--- src/sv/lse_pkg.sv ---
`timescale 1ns / 1ps

package lse_pkg;

	localparam int CRD_W      = 32;
	localparam int DIR_W      = 16;
	localparam int DIST_W     = 33;
	localparam int PWR_W      = 32;
	localparam int CFG_IDX_W  = 3;
	localparam int CFG_DATA_W = 32;

	localparam logic [CFG_IDX_W-1:0] CFG_TYPE  = 3'd0;
	localparam logic [CFG_IDX_W-1:0] CFG_VEC_X = 3'd1;
	localparam logic [CFG_IDX_W-1:0] CFG_VEC_Y = 3'd2;
	localparam logic [CFG_IDX_W-1:0] CFG_VEC_Z = 3'd3;
	localparam logic [CFG_IDX_W-1:0] CFG_POWER = 3'd4;

	localparam int MAG_W    = 32;
	localparam int SQ_W     = 2 * MAG_W;
	localparam int SUM_W    = SQ_W + 2;
	localparam int ROOT_W   = SUM_W / 2;
	localparam int KINV_W   = 29;
	localparam int INUM_W   = PWR_W + KINV_W;
	localparam int IDEN_W   = SQ_W;
	localparam int IQ_W     = PWR_W;
	localparam int FRAC_DIR = 14;
	localparam int DQ_W     = FRAC_DIR + 1;
	localparam int DNUM_W   = MAG_W + FRAC_DIR + 1;
	localparam int DDEN_W   = ROOT_W;

	// round(2^32 / (4*pi))
	localparam logic [KINV_W-1:0] INV_FOUR_PI = 29'd341782638;

	typedef struct packed {
		logic                       point;
		logic [2:0]                 neg;
		logic [2:0][MAG_W-1:0]      mag;
		logic                       s_zero;
		logic                       force_max;
		logic                       force_zero;
		logic [PWR_W-1:0]           power;
		logic [INUM_W-1:0]          inum;
		logic [IDEN_W-1:0]          iden;
	} sq_side_t;

	typedef struct packed {
		logic                       point;
		logic [2:0]                 neg;
		logic                       s_zero;
		logic                       force_max;
		logic                       force_zero;
		logic [PWR_W-1:0]           power;
		logic [ROOT_W-1:0]          len;
		logic [2:0][DNUM_W-1:0]     dnum;
		logic [DDEN_W-1:0]          dden;
	} id_side_t;

	typedef struct packed {
		logic                       point;
		logic [2:0]                 neg;
		logic                       s_zero;
		logic [ROOT_W-1:0]          len;
		logic [PWR_W-1:0]           inten;
	} dd_side_t;

endpackage

--- src/sv/lse_sqrt.sv ---
`timescale 1ns / 1ps

module lse_sqrt import lse_pkg::*; #(
	parameter int RT_W   = ROOT_W,
	parameter int SIDE_W = 1
) (
	input  logic                clk,
	input  logic                arst_n,
	input  logic                en,
	input  logic                in_valid,
	input  logic [2*RT_W-1:0]   rad,
	input  logic [SIDE_W-1:0]   side_in,
	output logic                out_valid,
	output logic [RT_W-1:0]     root,
	output logic [SIDE_W-1:0]   side_out
);

	localparam int REM_W = RT_W + 2;

	logic [RT_W-1:0]                 vld_s;
	logic [RT_W-1:0][2*RT_W-1:0]     rad_s;
	logic [RT_W-1:0][REM_W-1:0]      rem_s;
	logic [RT_W-1:0][RT_W-1:0]       root_s;
	logic [RT_W-1:0][SIDE_W-1:0]     side_s;

	for (genvar k = 0; k < RT_W; k++) begin : g_stage
		logic                p_vld;
		logic [2*RT_W-1:0]   p_rad;
		logic [REM_W-1:0]    p_rem;
		logic [RT_W-1:0]     p_root;
		logic [SIDE_W-1:0]   p_side;
		logic [REM_W+1:0]    t;
		logic [REM_W+1:0]    trial;
		logic                ge;

		if (k == 0) begin : g_first
			assign p_vld  = in_valid;
			assign p_rad  = rad;
			assign p_rem  = '0;
			assign p_root = '0;
			assign p_side = side_in;
		end else begin : g_next
			assign p_vld  = vld_s[k-1];
			assign p_rad  = rad_s[k-1];
			assign p_rem  = rem_s[k-1];
			assign p_root = root_s[k-1];
			assign p_side = side_s[k-1];
		end

		assign t     = {p_rem, p_rad[2*RT_W-1 -: 2]};
		assign trial = (REM_W+2)'({p_root, 2'b01});
		assign ge    = t >= trial;

		always_ff @(posedge clk or negedge arst_n) begin
			if (!arst_n) begin
				vld_s[k] <= 1'b0;
			end else if (en) begin
				vld_s[k] <= p_vld;
			end
		end

		always_ff @(posedge clk) begin
			if (en) begin
				rad_s[k]  <= {p_rad[2*RT_W-3:0], 2'b00};
				rem_s[k]  <= ge ? REM_W'(t - trial) : REM_W'(t);
				root_s[k] <= {p_root[RT_W-2:0], ge};
				side_s[k] <= p_side;
			end
		end
	end

	assign out_valid = vld_s[RT_W-1];
	assign root      = root_s[RT_W-1];
	assign side_out  = side_s[RT_W-1];

endmodule

--- config.mk ---
export PLATFORM = sky130hd
export DESIGN_NAME = lse_sqrt
export DESIGN_NICKNAME = d
export VERILOG_FILES = /design/src/sv/lse_pkg.sv /design/src/sv/lse_sqrt.sv
export SDC_FILE = /design/constraint.sdc
export NUM_CORES = 2
export LEC_CHECK = 0
export BUFFER_PORTS_ARGS = -buffer_cell sky130_fd_sc_hd__buf_2
export CAP_MARGIN = 20
export CORE_AREA = 2 2 801 404
export DETAILED_ROUTE_END_ITERATION = 8
export DIE_AREA = 0 0 803 406
export HOLD_SLACK_MARGIN = 0.05
export PLACE_DENSITY_LB_ADDON = 0.15
export REMOVE_ABC_BUFFERS = 1
export SETUP_SLACK_MARGIN = 0.15
export SYNTH_ARGS = -nofsm -noshare
export SYNTH_HDL_FRONTEND = slang
export SYNTH_SLANG_ARGS = --single-unit
--- constraint.sdc ---
create_clock -name clk -period 4.8 [get_ports clk]
set_clock_uncertainty 0.05 [all_clocks]
set_input_delay 0.72 -clock clk [delete_from_list [all_inputs] [get_ports clk]]
set_output_delay 0.72 -clock clk [all_outputs]
set_load 0.01 [all_outputs]
==> results.ini <==
[clock_network]
cts_tree = yes
htreeDepth = 5
postCtsSetupBuffers = 0
clock_latency_ns = 0.88
cts_root_buf = clkbuf_16
cts_buffer_depth = 4
clock-sinks = 2750
path_clk_slew_ns = 0.06
numCtsBuffers = 274

[drt]
drt_iter0_drc = 8214
ant_nets = 0
vias = 78500
drcViolationCount = 0
routed_via_density = 5.34
first_pass_iters = 6
wl_per_cell_um = 20.4
routed_wl_um = 300000

[timing]
hold_viol_final = 0
fmax_mhz = 221
layout_setup_ws_ns = 0.269
grt_setup_unrepaired = no
finalSetupViolations = 0
max_slew_margin_pct = 25.5
min_period_ns = 4.53
drv_slew = 0
worst_pin_slew_ns = 1.11
min_period_over_period_pct = 94.4
whs_ns = 0.135

[floorplanning]
dieWidth_um = 803
dieArea_sq_um = 326000
rows = 147
design.core.area_sq_um = 319000
initial_core_util_pct = 39.8
die_h_um = 406
ios = 106

[worst_setup_path]
r2r_setup_slack_ns = 0.27
end_kind = flop
required_ns = 5.36
reg2regPathDepth = 14
path_class = flop to flop
startpoint_type = flop
regToRegEndpoint = g_stage[27].p_rem[30]
critPathArrivalTime_ns = 5.10
worstPathMaxFanout = 4
r2r-start = g_stage[26].p_rem[0]

[layout]
layout_common_cells = edfxtp_1, inv_1, nand2_1
num-fill-cells = 28600
nNetsFinal = 10900
stdcell_count = 14700
final_common_cell = edfxtp_1
post_route_cells_drive_above_1_share_pct = 8.34
design_area_sq_um = 143000
syn2layout_area_growth_pct = 12.8

[synth]
synth_edf_count = 2717
yosys_register_bits = 2750
synthFlopType = edfxtp_1
synthDistinctLibCells = 81
yosysTopAreaCell = edfxtp_1
yosys.area.top_type_share_pct = 64.2
yosysSeqAreaShare_pct = 64.8
avgSynthCellArea_sq_um = 13.0
yosysWarnings = 0
syn_inst = 9804
synthTopCellsByArea = edfxtp_1, ha_1, xnor2_1, xor2_1, a21oi_1
ys_async_sr_fraction_pct = 1.20
syn-cell-area_sq_um = 127000

[placed_design]
dp_cells = 14200
pre_cts_slack_ns = 0.119
place_area_sq_um = 134000
post-dp-hpwl_um = 217000
gp_congestion = 0.935
port-buffer-count = 105

[global_routing]
grt_util_all_layers_pct = 18.0
grt_max_degree = 133
grt_remaining_overflow = 0
grt_pass1_wl_um = 455000
antenna_found_initial = 15
grt_pass1_vias = 73800

[power]
max-vdd-ir-drop_uv = 266
leakage_uw = 0.0543
p_per_area_nw_per_um2 = 475
p_total_uw = 68100

[worst_hold_path]
hold_depth = 2
hp-start = rad[65]
min_path_type = primary input to flop
holdPathEnd = g_stage[1].p_root[0]

[run_status]
outcome = finished clean

[flow_run]
max-cap-violations = 0

-- state kept, by name, summed over array words and instances, names as in the netlist --
signal,count
side_out,1
g_stage.p_root,528
g_stage.p_side,32
g_stage.p_rad,1056
g_stage.p_vld,32
out_valid,1
root,33
g_stage.p_rem,1067
-- final cells by class --
| class | instances | area, sq um | share of cell area, % |
|---|---|---|---|
| timing repair buffer | 356 | 3020 | 2.11 |
| tap | 4246 | 5310 | 3.70 |
| antenna | 3 | 7.51 | 0.00523 |
| clock buffer | 328 | 7140 | 4.98 |
| clock inverter | 139 | 1310 | 0.911 |
| multi-input combinational | 6102 | 41300 | 28.8 |
| sequential | 2750 | 82400 | 57.5 |
| inverter | 775 | 2910 | 2.03 |
-- per-layer routing --
metal | routed length [um] | GRT usage [%] | up-vias
met4 | 5690 | 3.59 | 10
met5 | 156 | 0.206 | -
met1 | 162000 | 30.7 | 38400
met2 | 103000 | 21.2 | 2561
met3 | 28200 | 5.35 | 401
li1 | - | - | 37200
-- synth_stat cells (all sizes together), types with 23 or more instances --
| master | count |
|---|---|
| a21o | 232 |
| and2 | 40 |
| o31ai | 81 |
| xnor2 | 469 |
| nand2 | 693 |
| a21oi | 589 |
| inv | 771 |
| nor2b | 97 |
| nor4 | 132 |
| xor2 | 412 |
| a211oi | 52 |
| mux2 | 115 |
| o21bai | 43 |
| and3 | 58 |
| or2 | 34 |
| dfrtp | 33 |
| nor3 | 244 |
| ha | 596 |
| o211ai | 25 |
| nand2b | 125 |
| a31oi | 48 |
| or3 | 106 |
| nand3b | 23 |
| or4 | 63 |
| o21a | 133 |
| nand3 | 158 |
| clkbuf | 157 |
| o21ai | 479 |
| edfxtp | 2717 |
| nand4 | 91 |
| nor2 | 651 |
-- power by group --
part / total (uW) / internal, uW / switching, uW
Clock: 21000 / 11700 / 9280
Sequential: 32500 / 30300 / 2160
Combinational: 14600 / 5910 / 8700
-- worst max-delay path by stage --
stage | startpoint | to | slack, ns | depth (start not counted)
CTS | g_stage[23].p_rem[24] | g_stage[24].p_rem[32] | 0.32 | 10
global placement | g_stage[6].p_rem[8] | g_stage[7].p_rem[10] | 0.17 | 10
global route | g_stage[10].p_rem[22] | g_stage[11].p_rem[34] | 0.17 | 11
finish | g_stage[26].p_rem[0] | g_stage[27].p_rem[30] | 0.27 | 14
floorplan | g_stage[13].p_rem[0] | g_stage[14].p_rem[17] | -1.19 | 11
detailed placement | g_stage[6].p_rem[8] | g_stage[7].p_rem[10] | 0.12 | 10
-- logic make-up after synthesis --
group / after synthesis / share of synthesized area [%]
buf+inv: 952 / 2.81
xor+xnor: 881 / 6.07
compound gates: 1903 / 9.32
fa+ha+maj: 596 / 5.87
mux: 127 / 1.11
flops: 2750 / 64.8
simple gates: 2594 / 9.98
other cells: 1 / 0.00295
-- what timing repair did --
item / in CTS / in global routing
hold buffers: 67 / 0
endpoints found under the setup margin: 4 / 44
endpoints found under the hold margin: 99 / 0
gates resized for setup: 1 / 8
-- per-stage QoR --
step	setup TNS (ns)	utilization, %
floorplan	-35.47	-
global placement	0	42.0
detailed placement	0	42.0
CTS	0	44.9
global route	0	44.9
finish	0	44.9
-- critical path: stages (launching register included) --
cell and delay [ns]:
edfxtp_1 0.41, ha_1 0.36, nor2b_1 0.16, o311ai_0 0.47, buf_4 0.21, a31oi_1 0.16, a2bb2oi_1 0.25, a311oi_1 0.47
buf_4 0.20, o21ai_0 0.17, a41o_1 0.36, a2111oi_0 0.58, buf_4 0.22, nand2_1 0.06, xnor2_1 0.12
Power figures use the tool's default switching activity.
