`src/sv/lse_pkg.sv`:
```
`timescale 1ns / 1ps

package lse_pkg;

	localparam int CRD_W      = 32;
	localparam int DIR_W      = 16;
	localparam int DIST_W     = 33;
	localparam int PWR_W      = 32;
	localparam int CFG_IDX_W  = 3;
	localparam int CFG_DATA_W = 32;

	localparam logic [CFG_IDX_W-1:0] CFG_TYPE  = 3'd0;
	localparam logic [CFG_IDX_W-1:0] CFG_VEC_X = 3'd1;
	localparam logic [CFG_IDX_W-1:0] CFG_VEC_Y = 3'd2;
	localparam logic [CFG_IDX_W-1:0] CFG_VEC_Z = 3'd3;
	localparam logic [CFG_IDX_W-1:0] CFG_POWER = 3'd4;

	localparam int MAG_W    = 32;
	localparam int SQ_W     = 2 * MAG_W;
	localparam int SUM_W    = SQ_W + 2;
	localparam int ROOT_W   = SUM_W / 2;
	localparam int KINV_W   = 29;
	localparam int INUM_W   = PWR_W + KINV_W;
	localparam int IDEN_W   = SQ_W;
	localparam int IQ_W     = PWR_W;
	localparam int FRAC_DIR = 14;
	localparam int DQ_W     = FRAC_DIR + 1;
	localparam int DNUM_W   = MAG_W + FRAC_DIR + 1;
	localparam int DDEN_W   = ROOT_W;

	// round(2^32 / (4*pi))
	localparam logic [KINV_W-1:0] INV_FOUR_PI = 29'd341782638;

	typedef struct packed {
		logic                       point;
		logic [2:0]                 neg;
		logic [2:0][MAG_W-1:0]      mag;
		logic                       s_zero;
		logic                       force_max;
		logic                       force_zero;
		logic [PWR_W-1:0]           power;
		logic [INUM_W-1:0]          inum;
		logic [IDEN_W-1:0]          iden;
	} sq_side_t;

	typedef struct packed {
		logic                       point;
		logic [2:0]                 neg;
		logic                       s_zero;
		logic                       force_max;
		logic                       force_zero;
		logic [PWR_W-1:0]           power;
		logic [ROOT_W-1:0]          len;
		logic [2:0][DNUM_W-1:0]     dnum;
		logic [DDEN_W-1:0]          dden;
	} id_side_t;

	typedef struct packed {
		logic                       point;
		logic [2:0]                 neg;
		logic                       s_zero;
		logic [ROOT_W-1:0]          len;
		logic [PWR_W-1:0]           inten;
	} dd_side_t;

endpackage

```
`src/sv/lse_div.sv`:
```
`timescale 1ns / 1ps

module lse_div import lse_pkg::*; #(
	parameter int NUM_W  = DNUM_W,
	parameter int DEN_W  = DDEN_W,
	parameter int Q_W    = DQ_W,
	parameter int LANES  = 1,
	parameter int SIDE_W = 1
) (
	input  logic                         clk,
	input  logic                         arst_n,
	input  logic                         en,
	input  logic                         in_valid,
	input  logic [LANES-1:0][NUM_W-1:0]  num,
	input  logic [DEN_W-1:0]             den,
	input  logic [SIDE_W-1:0]            side_in,
	output logic                         out_valid,
	output logic [LANES-1:0][Q_W-1:0]    quo,
	output logic [SIDE_W-1:0]            side_out
);

	logic [Q_W-1:0]                          vld_s;
	logic [Q_W-1:0][LANES-1:0][DEN_W-1:0]    rem_s;
	logic [Q_W-1:0][LANES-1:0][Q_W-1:0]      low_s;
	logic [Q_W-1:0][LANES-1:0][Q_W-1:0]      quo_s;
	logic [Q_W-1:0][DEN_W-1:0]               den_s;
	logic [Q_W-1:0][SIDE_W-1:0]              side_s;

	for (genvar k = 0; k < Q_W; k++) begin : g_stage
		logic                          p_vld;
		logic [LANES-1:0][DEN_W-1:0]   p_rem;
		logic [LANES-1:0][Q_W-1:0]     p_low;
		logic [LANES-1:0][Q_W-1:0]     p_quo;
		logic [DEN_W-1:0]              p_den;
		logic [SIDE_W-1:0]             p_side;
		logic [LANES-1:0][DEN_W:0]     t;
		logic [LANES-1:0]              ge;

		if (k == 0) begin : g_first
			assign p_vld  = in_valid;
			assign p_den  = den;
			assign p_side = side_in;
			for (genvar l = 0; l < LANES; l++) begin : g_lane
				assign p_rem[l] = DEN_W'(num[l] >> Q_W);
				assign p_low[l] = num[l][Q_W-1:0];
				assign p_quo[l] = '0;
			end
		end else begin : g_next
			assign p_vld  = vld_s[k-1];
			assign p_rem  = rem_s[k-1];
			assign p_low  = low_s[k-1];
			assign p_quo  = quo_s[k-1];
			assign p_den  = den_s[k-1];
			assign p_side = side_s[k-1];
		end

		always_comb begin
			for (int l = 0; l < LANES; l++) begin
				t[l]  = {p_rem[l], p_low[l][Q_W-1]};
				ge[l] = t[l] >= {1'b0, p_den};
			end
		end

		always_ff @(posedge clk or negedge arst_n) begin
			if (!arst_n) begin
				vld_s[k] <= 1'b0;
			end else if (en) begin
				vld_s[k] <= p_vld;
			end
		end

		always_ff @(posedge clk) begin
			if (en) begin
				den_s[k]  <= p_den;
				side_s[k] <= p_side;
				for (int l = 0; l < LANES; l++) begin
					rem_s[k][l] <= ge[l] ? DEN_W'(t[l] - {1'b0, p_den}) : t[l][DEN_W-1:0];
					low_s[k][l] <= p_low[l] << 1;
					quo_s[k][l] <= {p_quo[l][Q_W-2:0], ge[l]};
				end
			end
		end
	end

	assign out_valid = vld_s[Q_W-1];
	assign quo       = quo_s[Q_W-1];
	assign side_out  = side_s[Q_W-1];

endmodule

```
`config.mk`:
```
export PLATFORM = sky130hd
export DESIGN_NAME = lse_div
export DESIGN_NICKNAME = d
export VERILOG_FILES = /design/src/sv/lse_pkg.sv /design/src/sv/lse_div.sv
export SDC_FILE = /design/constraint.sdc
export NUM_CORES = 2
export LEC_CHECK = 0
export BUFFER_PORTS_ARGS = -buffer_cell sky130_fd_sc_hd__buf_2
export CORE_ASPECT_RATIO = 0.8
export CORE_UTILIZATION = 64
export CTS_CLUSTER_DIAMETER = 120
export DETAILED_ROUTE_END_ITERATION = 16
export PLACE_DENSITY = 0.93
export SLEW_MARGIN = 0
export SYNTH_ARGS = -nofsm -noshare
export SYNTH_HDL_FRONTEND = slang
export SYNTH_SLANG_ARGS = --single-unit
```
`constraint.sdc`:
```
create_clock -name clk -period 5 [get_ports clk]
set_clock_uncertainty 0.05 [all_clocks]
set_input_delay 1 -clock clk [delete_from_list [all_inputs] [get_ports clk]]
set_output_delay 1 -clock clk [all_outputs]
set_load 0.1 [all_outputs]
```
==> impl_metrics.toml <==
[run_status]
status = "complete, no violations"

[timing]
period_share_pct = 96.4
maxSlewViolCount = 0
hold_ws_ns = 0.118
final-hold-violation-count = 0
relSlewSlack_pct = 28.9
setup_ws_ns = 0.181
finalSetupViolCount = 0
max_freq_mhz = 208
tightest_slew_ns = 1.06
fin_tns_setup_ns = 0
rsz0062_at_grt = "false"
period_needed_ns = 4.82

[global_route]
gr-total-overflow = 0
grt_start_max_net_pins = 121
antenna_found_initial = 2
grt_pass1_wl_microns = 245000
track_usage_pct = 29.1
grt_pass1_vias = 45900

[pwr]
leakagePower_nw = 30.1
switchingPower_mw = 17.8
power.internal_mw = 29.0
power_density_mw_per_mm2 = 642
pwr-share-seq_pct = 34.5
swShare_pct = 38.0
ir_drop_v = 0.000392
pwr-share-clk_pct = 18.6
power_frac_comb_pct = 46.8

[synth]
synthMostInstantiatedCell = "edfxtp_1"
yosysTopAreaCell = "edfxtp_1"
avgSynthCellArea_sq_um = 11.4
yosysSeqAreaShare_pct = 53.0
syn-instance-count = 5871
synthTopCellsByArea = "edfxtp_1 (52%), ha_1 (9.3%), a21oi_1 (4.1%), inv_1 (3.5%), xnor2_1 (3.2%)"
yosys.area_share.simple_pct = 8.82
synthArstFlopShare_pct = 1.27
synth_nets = 6465
synth_compound_area_share_pct = 15.1
synth-edff-count = 1164
synth_top_area_share_pct = 52.4
netlist_area_sq_mm = 0.0667
synth_top_flop_cell = "edfxtp_1"
synthTopCellsByCount = "edfxtp_1 (1164), inv_1 (621), a21oi_1 (550)"
synth_top_family_by_area = "compound AO/OA/AOI/OAI gates"
ys_types = 93
muxShareOfSynthArea_pct = 3.91
synth_xor_area_share_pct = 5.07
synth_fa_ha_area_share_pct = 9.71
yosysWarningCount = 0
synth_seq_cells = 1179

[critical_path]
cp_top_family = "compound AO/OA/AOI/OAI gates"
worst_setup_path_end_kind = "flop"
critPathKind = "reg -> reg"
crit_path_cell_trace = "inv_1 -> ha_1 -> inv_1 -> fa_1 -> a211oi_1 -> nor3_1 -> o31ai_1 -> a21oi_1 -> a21oi_1 -> o21a_1 -> o21ai_0 -> o21a_1 -> a21oi_4 -> buf_12 -> mux2_2"
arrival_ns = 5.28
path_max_fanout = 27
crit_path_max_incr_delay_ns = 0.46
crit_slowest_cell = "a21oi_1"
path_buf_inv = 3
startpoint_type = "flop"
critPathRequiredTime_ns = 5.46

[placement]
placed_area_sq_mm = 0.0691
portBuffers = 101
dpl_worst_slack_ns = 0.332
dp_hpwl_microns = 114000
place_congestion = 0.971

[route]
viasPerCell = 6.26
post-route-drc-count = 0
vias = 46900
postRouteWirelength_microns = 154000
wl_per_cell_microns = 20.5
drt-initial-drc-count = 5038
drtPass1Iterations = 8
drtAntennaViolNets = 0

[finish]
multiInputGateArea_sq_mm = 0.0285
layout.area.seq_sq_mm = 0.0353
syn2layout_area_growth_pct = 9.36
layout.nets = 6600
num-fill-cells = 6663
drive_gt1_share_pct = 9.62
post-route-util_pct = 70.9
final_area_sq_mm = 0.0729

[die]
ios = 102
rows = 105
dieArea_sq_mm = 0.105
die_w_microns = 363
fp.dieH_microns = 291
coreArea_sq_mm = 0.103
initial_core_util_pct = 64.8

[clock_network]
clock_latency_ns = 0.76
cts_num_sinks = 1179
root_buffer = "clkbuf_16"
cts-htree-levels = 3
clockBufferDepth = 3
hold_buffers = 0
cts_buffers = 113
path_clk_slew_ns = 0.07
cts_tree = "built"
cts_setup_buffers = 0
cts_resized = 0

[min_path]
hp-class = "in -> async"

[job]
maxCapViolCount = 0
cell type report:
class,count,share of cell area [%]
antenna,3,0.0103
clock buffer,139,4.08
clock inverter,72,1.09
inverter,622,3.20
multi-input combinational,3932,39.1
sequential,1179,48.5
tap,1391,2.39
timing repair buffer,158,1.71
worst paths after layout:
| check | startpoint | end | slack (ns) | depth (start not counted) |
|---|---|---|---|---|
| max in group asynchronous | arst_n | g_stage[13].p_vld$_DFFE_PN0P_ | 4.54 | 1 |
| max reg2reg | g_stage[5].p_low[14]$_DFFE_PP_ | g_stage[6].p_rem[3]$_DFFE_PP_ | 0.18 | 15 |
| min | arst_n | g_stage[10].p_vld$_DFFE_PN0P_ | 0.12 | 1 |
| max | g_stage[5].p_low[14]$_DFFE_PP_ | g_stage[6].p_rem[3]$_DFFE_PP_ | 0.18 | 15 |
| min reg2reg | g_stage[2].p_low[8]$_DFFE_PP_ | g_stage[3].p_low[9]$_DFFE_PP_ | 0.33 | 0 |
| min in group clk | g_stage[2].p_low[8]$_DFFE_PP_ | g_stage[3].p_low[9]$_DFFE_PP_ | 0.33 | 0 |
flip-flops by register name, summed over array words and instances, names as in the netlist:
name	count
g_stage.p_den	462
g_stage.p_low	105
g_stage.p_quo	105
g_stage.p_rem	462
g_stage.p_side	14
g_stage.p_vld	14
out_valid	1
quo	15
side_out	1
metal layers:
metal | vias to the layer above | part of all wire [%] | GRT usage, % | wire length (microns)
li1 | 21900 | - | - | -
met1 | 22500 | 41 | 38.0 | 62300
met2 | 2166 | 48 | 49.1 | 74000
met3 | 417 | 7.6 | 4.81 | 11600
met4 | 4 | 3.7 | 10.3 | 5650
met5 | - | 0.020 | 0 | 31
power by group through the flow:
stage	combinational [mW]	clock [mW]	sequential, mW
6_report	21.9	8.72	16.2
5_1_grt	24.0	9.18	16.3
4_1_cts	21.5	8.80	16.1
3_5_place_dp	21.2	0	16.3
3_3_place_gp	20.3	0	16.2
2_1_floorplan	16.5	0	15.6
per-stage QoR:
stage	power, mW	std cells
floorplan	32.1	5871
global placement	36.4	7282
detailed placement	37.4	7282
CTS	46.4	7493
global route	49.5	7493
finish	46.8	7496
cell usage in the layout (no fill, tap or decap), drive strengths merged, types with 60 or more instances in the layout:
cell and count:
nand4 69, nand2 335, inv 624, buf 158, edfxtp 1164, nor2b 60, a21oi 553, o21a 63
ha 495, xnor2 247, a21o 250, mux2 213, o21ai 312, o21bai 67, clkbuf 139, nand3 89
nor2 367, xor2 139
cells by family (layout without fill, tap and decap cells):
| kind of cell | after synthesis | in the layout |
|---|---|---|
| compound gates | 1588 | 1588 |
| xor+xnor | 386 | 386 |
| fa+ha+maj | 509 | 509 |
| buf+inv | 760 | 991 |
| flops | 1179 | 1179 |
| mux | 223 | 223 |
| other cells | 0 | 3 |
| simple gates | 1226 | 1226 |
(Power assumes the default switching activity.)
